$ cat config.mk
export PLATFORM = sky130hd
export DESIGN_NAME = seven_segment_display_controller_unit
export DESIGN_NICKNAME = d
export VERILOG_FILES = /design/src/ssdc_pkg.sv /design/src/ssdc_split.sv /design/src/ssdc_exec.sv /design/src/seven_segment_display_controller_unit.sv
export SDC_FILE = /design/constraint.sdc
export NUM_CORES = 1
export LEC_CHECK = 0
export BUFFER_PORTS_ARGS = -buffer_cell sky130_fd_sc_hd__buf_2
export CAP_MARGIN = 20
export CORE_AREA = 2 2 195 197
export DETAILED_ROUTE_END_ITERATION = 12
export DIE_AREA = 0 0 197 199
export HOLD_SLACK_MARGIN = 0.08
export PLACE_DENSITY = 0.67
export RECOVER_POWER = 25
export SYNTH_ARGS = -nofsm -noshare
export SYNTH_HDL_FRONTEND = slang
export SYNTH_SLANG_ARGS = --single-unit
$ cat constraint.sdc
create_clock -name clk -period 5.1 [get_ports clk]
set_input_delay 0.255 -clock clk [delete_from_list [all_inputs] [get_ports clk]]
set_output_delay 0.255 -clock clk [all_outputs]
set_load 0.01 [all_outputs]
$ cat src/ssdc_pkg.sv
// Shared types and constants for the seven-segment display controller.
// Depends on nothing; every other file but ssdc_checker imports it.
`timescale 1ns / 1ps

package ssdc_pkg;

    // Command codes carried in the slave-side tuser field.
    localparam logic [1:0] CMD_NUMBER = 2'd0;
    localparam logic [1:0] CMD_SCAN   = 2'd1;
    localparam logic [1:0] CMD_BLANK  = 2'd2;
    localparam logic [1:0] CMD_COLON  = 2'd3;

    // Field widths of one request.
    localparam int unsigned CMD_W   = 2;
    localparam int unsigned FIRST_W = 2;
    localparam int unsigned END_W   = 3;
    localparam int unsigned VALUE_W = 14;
    localparam int unsigned POINT_W = 3;

    // A 14-bit value has at most five decimal digits.
    localparam int unsigned NUM_DIGITS = 5;

    // Segment pattern with the decimal point in bit 7.
    localparam logic [7:0] POINT_BIT = 8'h80;

    // One request as it travels down the pipeline, without the value.
    typedef struct packed {
        logic [CMD_W-1:0]   cmd;
        logic [FIRST_W-1:0] first_pos;
        logic [END_W-1:0]   end_pos;
        logic [POINT_W-1:0] point_pos;
        logic               fill_zero;
        logic               colon_on;
    } ssdc_req_t;

    // Decimal form of a number write, plus its validity.
    typedef struct packed {
        logic                       ok;
        logic [NUM_DIGITS-1:1]      big;
        logic [NUM_DIGITS-1:0][3:0] digit;
    } ssdc_num_t;

    // One result as the execute stage produces it.
    typedef struct packed {
        logic [3:0] digit_select;
        logic [7:0] segments_n;
        logic       colon_out;
        logic       rejected;
    } ssdc_res_t;

endpackage

$ cat src/ssdc_split.sv
// Checks a number write and splits its value into decimal digits over three stages.
// Depends on ssdc_pkg; holds no display state, so it can run ahead of the execute stage.
`timescale 1ns / 1ps

module ssdc_split #(
    parameter int unsigned DIGIT_COUNT = 4
) (
    input  logic                        clk,
    input  logic                        rst_n,
    input  logic                        en,
    input  logic                        in_valid,
    input  ssdc_pkg::ssdc_req_t         in_req,
    input  logic [ssdc_pkg::VALUE_W-1:0] in_value,
    output logic                        out_valid,
    output ssdc_pkg::ssdc_req_t         out_req,
    output ssdc_pkg::ssdc_num_t         out_num
);
    import ssdc_pkg::*;

    localparam logic [3:0] DIGIT_COUNT_4 = 4'(DIGIT_COUNT);

    // Powers of ten up to the largest one a 14-bit value can reach.
    function automatic logic [VALUE_W-1:0] pow10(input logic [2:0] n);
        logic [VALUE_W-1:0] p;
        begin
            unique case (n)
                3'd0:    p = 14'd1;
                3'd1:    p = 14'd10;
                3'd2:    p = 14'd100;
                3'd3:    p = 14'd1000;
                3'd4:    p = 14'd10000;
                default: p = 14'd0;
            endcase
            return p;
        end
    endfunction

    // Tens and ones of a value below 100; x*205 >> 11 is x/10 over this range.
    function automatic logic [7:0] split99(input logic [6:0] x);
        logic [15:0] prod;
        logic [3:0]  tens;
        logic [6:0]  ones;
        begin
            prod = 16'(x) * 16'd205;
            tens = prod[14:11];
            ones = 7'(x - {tens, 3'b000} - {2'b00, tens, 1'b0});
            return {tens, ones[3:0]};
        end
    endfunction

    // Stage B: validity, digit-count flags and the product for the division by 100.
    logic               b_valid_reg;
    ssdc_req_t          b_req_reg;
    logic [VALUE_W-1:0] b_value_reg;
    logic [26:0]        b_prod_reg;
    logic               b_ok_reg;
    logic [NUM_DIGITS-1:1] b_big_reg;

    logic [2:0]            len;
    logic                  field_ok;
    logic                  point_ok;
    logic                  fits;
    logic [NUM_DIGITS-1:1] big;

    always_comb
    begin
        field_ok = ({1'b0, in_req.end_pos} <= DIGIT_COUNT_4)
                && ({1'b0, in_req.first_pos} < in_req.end_pos);
        len      = 3'(in_req.end_pos - {1'b0, in_req.first_pos});
        point_ok = in_req.point_pos <= len;
        fits     = (len > 3'd4) || (in_value < pow10(len));
        for (int j = 1; j < NUM_DIGITS; j++)
        begin
            big[j] = in_value >= pow10(3'(j));
        end
    end

    always_ff @(posedge clk or negedge rst_n)
    begin
        if (!rst_n)
        begin
            b_valid_reg <= 1'b0;
        end
        else if (en)
        begin
            b_valid_reg <= in_valid;
        end
    end

    always_ff @(posedge clk)
    begin
        if (en)
        begin
            b_req_reg   <= in_req;
            b_value_reg <= in_value;
            b_prod_reg  <= 27'(in_value) * 27'd5243;
            b_ok_reg    <= field_ok && point_ok && fits;
            b_big_reg   <= big;
        end
    end

    // Stage C: quotient and remainder by 100.
    logic               c_valid_reg;
    ssdc_req_t          c_req_reg;
    logic               c_ok_reg;
    logic [NUM_DIGITS-1:1] c_big_reg;
    logic [7:0]         c_q_reg;
    logic [6:0]         c_r_reg;

    logic [7:0]         quo;
    logic [VALUE_W-1:0] hundreds;

    always_comb
    begin
        quo      = b_prod_reg[26:19];
        hundreds = 14'({quo, 6'b0}) + 14'({quo, 5'b0}) + 14'({quo, 2'b0});
    end

    always_ff @(posedge clk or negedge rst_n)
    begin
        if (!rst_n)
        begin
            c_valid_reg <= 1'b0;
        end
        else if (en)
        begin
            c_valid_reg <= b_valid_reg;
        end
    end

    always_ff @(posedge clk)
    begin
        if (en)
        begin
            c_req_reg <= b_req_reg;
            c_ok_reg  <= b_ok_reg;
            c_big_reg <= b_big_reg;
            c_q_reg   <= quo;
            c_r_reg   <= 7'(b_value_reg - hundreds);
        end
    end

    // Stage D: five decimal digits.
    logic       d_valid_reg;
    ssdc_req_t  d_req_reg;
    ssdc_num_t  d_num_reg;

    logic       q_hi;
    logic [6:0] q_lo;
    logic [7:0] hi_pair;
    logic [7:0] lo_pair;
    ssdc_num_t  num;

    always_comb
    begin
        q_hi    = c_q_reg >= 8'd100;
        q_lo    = 7'(c_q_reg - (q_hi ? 8'd100 : 8'd0));
        hi_pair = split99(q_lo);
        lo_pair = split99(c_r_reg);
        num.ok       = c_ok_reg;
        num.big      = c_big_reg;
        num.digit[0] = lo_pair[3:0];
        num.digit[1] = lo_pair[7:4];
        num.digit[2] = hi_pair[3:0];
        num.digit[3] = hi_pair[7:4];
        num.digit[4] = {3'b000, q_hi};
    end

    always_ff @(posedge clk or negedge rst_n)
    begin
        if (!rst_n)
        begin
            d_valid_reg <= 1'b0;
        end
        else if (en)
        begin
            d_valid_reg <= c_valid_reg;
        end
    end

    always_ff @(posedge clk)
    begin
        if (en)
        begin
            d_req_reg <= c_req_reg;
            d_num_reg <= num;
        end
    end

    assign out_valid = d_valid_reg;
    assign out_req   = d_req_reg;
    assign out_num   = d_num_reg;

endmodule

$ cat src/ssdc_exec.sv
// Execute stage: digit buffer, scan index, colon level and the result register.
// Depends on ssdc_pkg; takes requests already checked and split by ssdc_split.
`timescale 1ns / 1ps

module ssdc_exec #(
    parameter int unsigned DIGIT_COUNT = 4
) (
    input  logic                clk,
    input  logic                rst_n,
    input  logic                en,
    input  logic                in_valid,
    input  ssdc_pkg::ssdc_req_t in_req,
    input  ssdc_pkg::ssdc_num_t in_num,
    output logic                out_valid,
    output ssdc_pkg::ssdc_res_t out_res
);
    import ssdc_pkg::*;

    localparam int unsigned IDX_W = (DIGIT_COUNT > 1) ? $clog2(DIGIT_COUNT) : 1;
    localparam logic [IDX_W-1:0] LAST_IDX = IDX_W'(DIGIT_COUNT - 1);

    // Segment font for 0..9, segment a in bit 0.
    function automatic logic [7:0] glyph(input logic [3:0] d);
        logic [7:0] g;
        begin
            unique case (d)
                4'd0:    g = 8'h3F;
                4'd1:    g = 8'h06;
                4'd2:    g = 8'h5B;
                4'd3:    g = 8'h4F;
                4'd4:    g = 8'h66;
                4'd5:    g = 8'h6D;
                4'd6:    g = 8'h7D;
                4'd7:    g = 8'h07;
                4'd8:    g = 8'h7F;
                4'd9:    g = 8'h6F;
                default: g = 8'h00;
            endcase
            return g;
        end
    endfunction

    logic [7:0]       digit_buffer_reg [DIGIT_COUNT];
    logic [IDX_W-1:0] scan_index_reg;
    logic [IDX_W-1:0] scan_index_next;
    logic             colon_level_reg;
    logic             out_valid_reg;
    ssdc_res_t        res_reg;
    ssdc_res_t        res_next;

    logic [7:0]       pattern [DIGIT_COUNT];
    logic             write_en [DIGIT_COUNT];
    logic             fire;

    assign fire = en && in_valid;

    // New pattern for every position of the write field.
    always_comb
    begin
        for (int p = 0; p < DIGIT_COUNT; p++)
        begin
            logic [3:0] pos;
            logic [3:0] rank;
            logic       in_field;
            logic       show;
            logic [3:0] dval;
            logic       dot;
            pos      = 4'(p);
            rank     = 4'(in_req.end_pos) - 4'd1 - pos;
            in_field = (pos >= 4'(in_req.first_pos)) && (pos < 4'(in_req.end_pos));
            show     = (rank == 4'd0)
                    || ((rank == 4'd1) && in_num.big[1])
                    || ((rank == 4'd2) && in_num.big[2])
                    || ((rank == 4'd3) && in_num.big[3])
                    || ((rank == 4'd4) && in_num.big[4]);
            dval     = (rank <= 4'd4) ? in_num.digit[rank[2:0]] : 4'd0;
            dot      = (in_req.point_pos != 3'd0)
                    && (pos == 4'(in_req.first_pos) + 4'(in_req.point_pos) - 4'd1);
            pattern[p]  = (show ? glyph(dval) : (in_req.fill_zero ? glyph(4'd0) : 8'h00))
                        | (dot ? POINT_BIT : 8'h00);
            write_en[p] = fire && (in_req.cmd == CMD_NUMBER) && in_num.ok && in_field;
        end
    end

    // Result of the request and the next scan index.
    always_comb
    begin
        scan_index_next       = (scan_index_reg == LAST_IDX) ? '0 : scan_index_reg + 1'b1;
        res_next.digit_select = 4'd0;
        res_next.segments_n   = 8'hFF;
        res_next.colon_out    = colon_level_reg;
        res_next.rejected     = 1'b0;
        unique case (in_req.cmd)
            CMD_NUMBER:
            begin
                res_next.rejected = !in_num.ok;
            end
            CMD_SCAN:
            begin
                // Select bits past the fourth digit fall off the shift.
                res_next.digit_select = 4'b0001 << scan_index_reg;
                res_next.segments_n   = ~digit_buffer_reg[scan_index_reg];
            end
            CMD_BLANK:
            begin
                res_next.colon_out = 1'b0;
            end
            CMD_COLON:
            begin
                res_next.colon_out = in_req.colon_on;
            end
            default:
            begin
                res_next.rejected = 1'b0;
            end
        endcase
    end

    // Display state.
    always_ff @(posedge clk or negedge rst_n)
    begin
        if (!rst_n)
        begin
            for (int p = 0; p < DIGIT_COUNT; p++)
            begin
                digit_buffer_reg[p] <= 8'h00;
            end
            scan_index_reg  <= '0;
            colon_level_reg <= 1'b0;
        end
        else
        begin
            for (int p = 0; p < DIGIT_COUNT; p++)
            begin
                if (write_en[p])
                begin
                    digit_buffer_reg[p] <= pattern[p];
                end
            end
            if (fire && (in_req.cmd == CMD_SCAN))
            begin
                scan_index_reg <= scan_index_next;
            end
            if (fire && (in_req.cmd == CMD_COLON))
            begin
                colon_level_reg <= in_req.colon_on;
            end
        end
    end

    // Result register.
    always_ff @(posedge clk or negedge rst_n)
    begin
        if (!rst_n)
        begin
            out_valid_reg <= 1'b0;
        end
        else if (en)
        begin
            out_valid_reg <= in_valid;
        end
    end

    always_ff @(posedge clk)
    begin
        if (fire)
        begin
            res_reg <= res_next;
        end
    end

    assign out_valid = out_valid_reg;
    assign out_res   = res_reg;

endmodule

$ cat src/seven_segment_display_controller_unit.sv
// Top level of the seven-segment display controller: input register, pipeline control, ports.
// Depends on ssdc_pkg, ssdc_split and ssdc_exec.
//
//   Channel   Direction  Payload
//   s_axis    in         tuser: cmd; tdata: first_pos, end_pos, value, point_pos,
//                        fill_zero, colon_on
//   m_axis    out        tdata: digit_select, segments_n, colon_out, rejected
//
// One request is taken per cycle unless a result waits on m_axis; each result passes through the
// input register, multiply, divide-by-100 stage, digit stage and result register.
// All state changes happen in the execute stage, so requests take effect in order.
// Reset clears the digit buffer to blank digits, the scan index and the colon level.
// While a result waits on m_axis, the whole pipeline holds and s_axis_tready is low.
`timescale 1ns / 1ps

module seven_segment_display_controller_unit #(
    parameter int unsigned DIGIT_COUNT = 4
) (
    input  logic        clk,
    input  logic        rst_n,
    input  logic        s_axis_tvalid,
    output logic        s_axis_tready,
    // [1:0] first_pos, [4:2] end_pos, [18:5] value, [21:19] point_pos,
    // [22] fill_zero, [23] colon_on
    input  logic [23:0] s_axis_tdata,
    // [1:0] cmd
    input  logic [1:0]  s_axis_tuser,
    output logic        m_axis_tvalid,
    input  logic        m_axis_tready,
    // [3:0] digit_select, [11:4] segments_n, [12] colon_out, [13] rejected, [15:14] zero
    output logic [15:0] m_axis_tdata
);
    import ssdc_pkg::*;

    logic               en;
    logic               a_valid_reg;
    ssdc_req_t          a_req_reg;
    logic [VALUE_W-1:0] a_value_reg;
    ssdc_req_t          in_req;

    logic               d_valid;
    ssdc_req_t          d_req;
    ssdc_num_t          d_num;
    logic               res_valid;
    ssdc_res_t          res;

    // The pipeline moves whenever the result register is free or being emptied.
    assign en            = !res_valid || m_axis_tready;
    assign s_axis_tready = en;

    always_comb
    begin
        in_req.cmd       = s_axis_tuser;
        in_req.first_pos = s_axis_tdata[1:0];
        in_req.end_pos   = s_axis_tdata[4:2];
        in_req.point_pos = s_axis_tdata[21:19];
        in_req.fill_zero = s_axis_tdata[22];
        in_req.colon_on  = s_axis_tdata[23];
    end

    // Input register.
    always_ff @(posedge clk or negedge rst_n)
    begin
        if (!rst_n)
        begin
            a_valid_reg <= 1'b0;
        end
        else if (en)
        begin
            a_valid_reg <= s_axis_tvalid;
        end
    end

    always_ff @(posedge clk)
    begin
        if (en && s_axis_tvalid)
        begin
            a_req_reg   <= in_req;
            a_value_reg <= s_axis_tdata[18:5];
        end
    end

    ssdc_split #(
        .DIGIT_COUNT (DIGIT_COUNT)
    ) u_split (
        .clk       (clk),
        .rst_n     (rst_n),
        .en        (en),
        .in_valid  (a_valid_reg),
        .in_req    (a_req_reg),
        .in_value  (a_value_reg),
        .out_valid (d_valid),
        .out_req   (d_req),
        .out_num   (d_num)
    );

    ssdc_exec #(
        .DIGIT_COUNT (DIGIT_COUNT)
    ) u_exec (
        .clk       (clk),
        .rst_n     (rst_n),
        .en        (en),
        .in_valid  (d_valid),
        .in_req    (d_req),
        .in_num    (d_num),
        .out_valid (res_valid),
        .out_res   (res)
    );

    // Output packing.
    assign m_axis_tvalid = res_valid;
    assign m_axis_tdata  = {2'b00, res.rejected, res.colon_out, res.segments_n,
                            res.digit_select};

endmodule

==> impl_results.md <==
- Outcome: finished, violations left
- Failing checks: setup timing
- Final worst-path cycle share: 1.025
- Clk pin slew, worst setup/hold paths: 0.07 ns
- Worst hold path type: reg2reg
- Share of cells above drive strength 1: 0.1822
- Syn Area/Cell: 11.16 um2
- Vias in the first global route: 10720
- Htree depth: 4
- Global Route Usage Sum: 0.1678
- Via Count: 10400
- Hold WS: 0.4188 ns
- EDFF count, synth: 138
- Netlist cell types: 80
- Ant diodes: 0
- Register area: 5145 um2
- GRT overflow: 0
- CTS tree: built
- Drt total wl: 31570 um
- Gpl congestion: 0.8895
- YS warnings: 0
- Total CTS buffers: 17
- I/O Pins: 48
- Drt drc: 0
- Initial antenna violation count: 0
- Top FF cell, synth: edfxtp_1
- First-pass GRT wire length: 51850 um
- Crit start category: flop
- DRT Pass-1 Iters: 7
- Synth Instances: 1343
- Dpl cell area: 16220 um2
- Commonest non-fill, non-tap cell in the layout: ha_1
- Row count: 71
- Worst-skew pair later-pin latency: 0.45 ns
- Chip width: 197 um
- Clock Root Buffer: clkbuf_16
- Clock buffer depth: 2
- Chip height: 199 um
- Final min period: 5.230 ns
- Kind of critical path: reg2reg
- WP data required: 5.30 ns
- Slew Viols, Final: 0
- WP data arrival: 5.43 ns
- Via-per-instance ratio: 5.189
- Final WS setup: -0.1296 ns
- Fill count: 3268
- Async set or reset register ratio after synthesis: 0.2247
- Number of synthesized register bits: 178
- Core ar.: 37130 um2
- Max-cap viol count: 0
- DR iter-0 viols: 537
- Slew margin rel.: 0.3995
- Final Hold Fails: 0
- Die ar.: 39200 um2
- Detailed Place HPWL: 24370 um
- Multi-input logic area: 9198 um2
- Max reg flops: 32
- Final Instance Count excl. Fillers: 2005
- Wire per inst: 15.74 um
- Skew final: 0.009918 ns
- Seq/Total Area, Yosys: 0.3434
- Worst slack at placement: -0.3404 ns
- Mapped Area: 14980 um2
- Port bufs: 45
- Antenna-violating nets left: 0
- Largest net degree at the start of global routing: 61
- Final Cell Area: 17700 um2
- Commonest cells after routing, fill and taps aside: ha_1, inv_1, edfxtp_1, buf_4, fa_1
- Area growth syn-to-layout: 18.16%
- Slew @ Worst Pin: 0.8933 ns
- Nets: 1899
- Max FO, Critical Path: 2
- Setup violators final: 1
- Placed insts: 1911
- RSZ-0062 raised after global routing: yes
- Clock sink total: 178
- Worst setup EP type: flop
- Initial core utilization: 0.4035
- Fmax: 191.2 MHz
worst max-delay path: stages, from the launching register on:
cell      delay [ns]
edfxtp_1        0.38
or3_1           0.39
a31oi_2         0.21
inv_2           0.07
ha_4            0.17
ha_4            0.17
nand2b_4        0.07
a21oi_4         0.06
xnor2_1         0.12
ha_1            0.31
ha_4            0.22
fa_1            0.48
inv_1           0.05
fa_1            0.49
inv_2           0.05
ha_4            0.21
a211oi_2        0.22
nor2_1          0.09
nand2_1         0.10
o21ai_1         0.06
a21oi_1         0.17
xnor2_1         0.17
ha_2            0.25
xnor2_2         0.12
xnor3_1         0.33
timing repair:
item / 4_1_cts / 5_1_grt
endpoints found under the setup margin: 4 / 11
setup buffers: 12 / 24
gates resized for setup: 24 / 35
hold buffers: 28 / 0
endpoints found under the hold margin: 67 / 0
pin swaps: 20 / 31
per-stage QoR:
stage,util,setup TNS [ns]
2_1_floorplan,-,-0.06375
3_3_place_gp,0.4369,-0.1886
5_1_grt,0.4768,-0.5274
6_report,0.4768,-0.1296
3_5_place_dp,0.4369,-0.5578
4_1_cts,0.4676,-0.1965
cell type report:
class / count / area share
multi-input cells: 918 / 0.5195
inverters: 221 / 0.04707
clock buffers: 18 / 0.02424
clock inverters: 14 / 0.01081
flip-flops and latches: 178 / 0.2906
well taps: 474 / 0.03350
repair buffers: 182 / 0.07428
synth_stat cells (all sizes together) (12+ instances only):
library cell | number | area share
ha | 270 | 0.23
clkbuf | 13 | 0.0046
o21ai | 42 | 0.014
mux4 | 12 | 0.018
fa | 81 | 0.11
a211oi | 18 | 0.0097
dfrtp | 40 | 0.067
mux2 | 19 | 0.014
nor2b | 16 | 0.0067
inv | 221 | 0.055
xnor2 | 24 | 0.014
nand4 | 15 | 0.0063
buf | 14 | 0.0085
a21o | 15 | 0.0075
edfxtp | 138 | 0.28
mux2i | 17 | 0.011
a21oi | 47 | 0.016
nand2 | 75 | 0.019
xor2 | 13 | 0.0076
nand3 | 29 | 0.0097
nor2 | 56 | 0.014
nor3 | 13 | 0.0043
per-layer routing:
metal  track usage  up-vias  wire length (um)
li1              -     5052                 -
met5             0        -                 0
met2        0.3052      216             16280
met4       0.06767        0               986
met3       0.02577       68               932
met1        0.1982     5067             13370
path summary, 6_finish.rpt:
path	start	endpoint	slack, ns	depth (start not counted)
min in group asynchronous	rst_n	u_exec.digit_buffer_reg[19]	0.46	2
setup reg to reg	u_split.c_q_reg[4]	u_split.out_num[11]	-0.13	24
hold reg to reg	u_split.b_req_reg[4]	u_split.c_req_reg[4]	0.42	0
setup / recovery	u_split.c_q_reg[4]	u_split.out_num[11]	-0.13	24
hold / removal	u_split.b_req_reg[4]	u_split.c_req_reg[4]	0.42	0
max in group asynchronous	rst_n	u_exec.colon_level_reg	4.08	2
cell families after synthesis:
group,synth area share
AND/OR/NAND/NOR,0.08760
XOR/XNOR,0.02313
flip-flops,0.3434
AO/OA/AOI/OAI,0.09979
multiplexers,0.04367
other,0.0002503
buffers and inverters,0.06848
adder cells (fa/ha/maj),0.3337
Power is left out: the tool's default activity adds up to more than one toggle a clock period on the data nets, which glitch-free logic cannot reach.
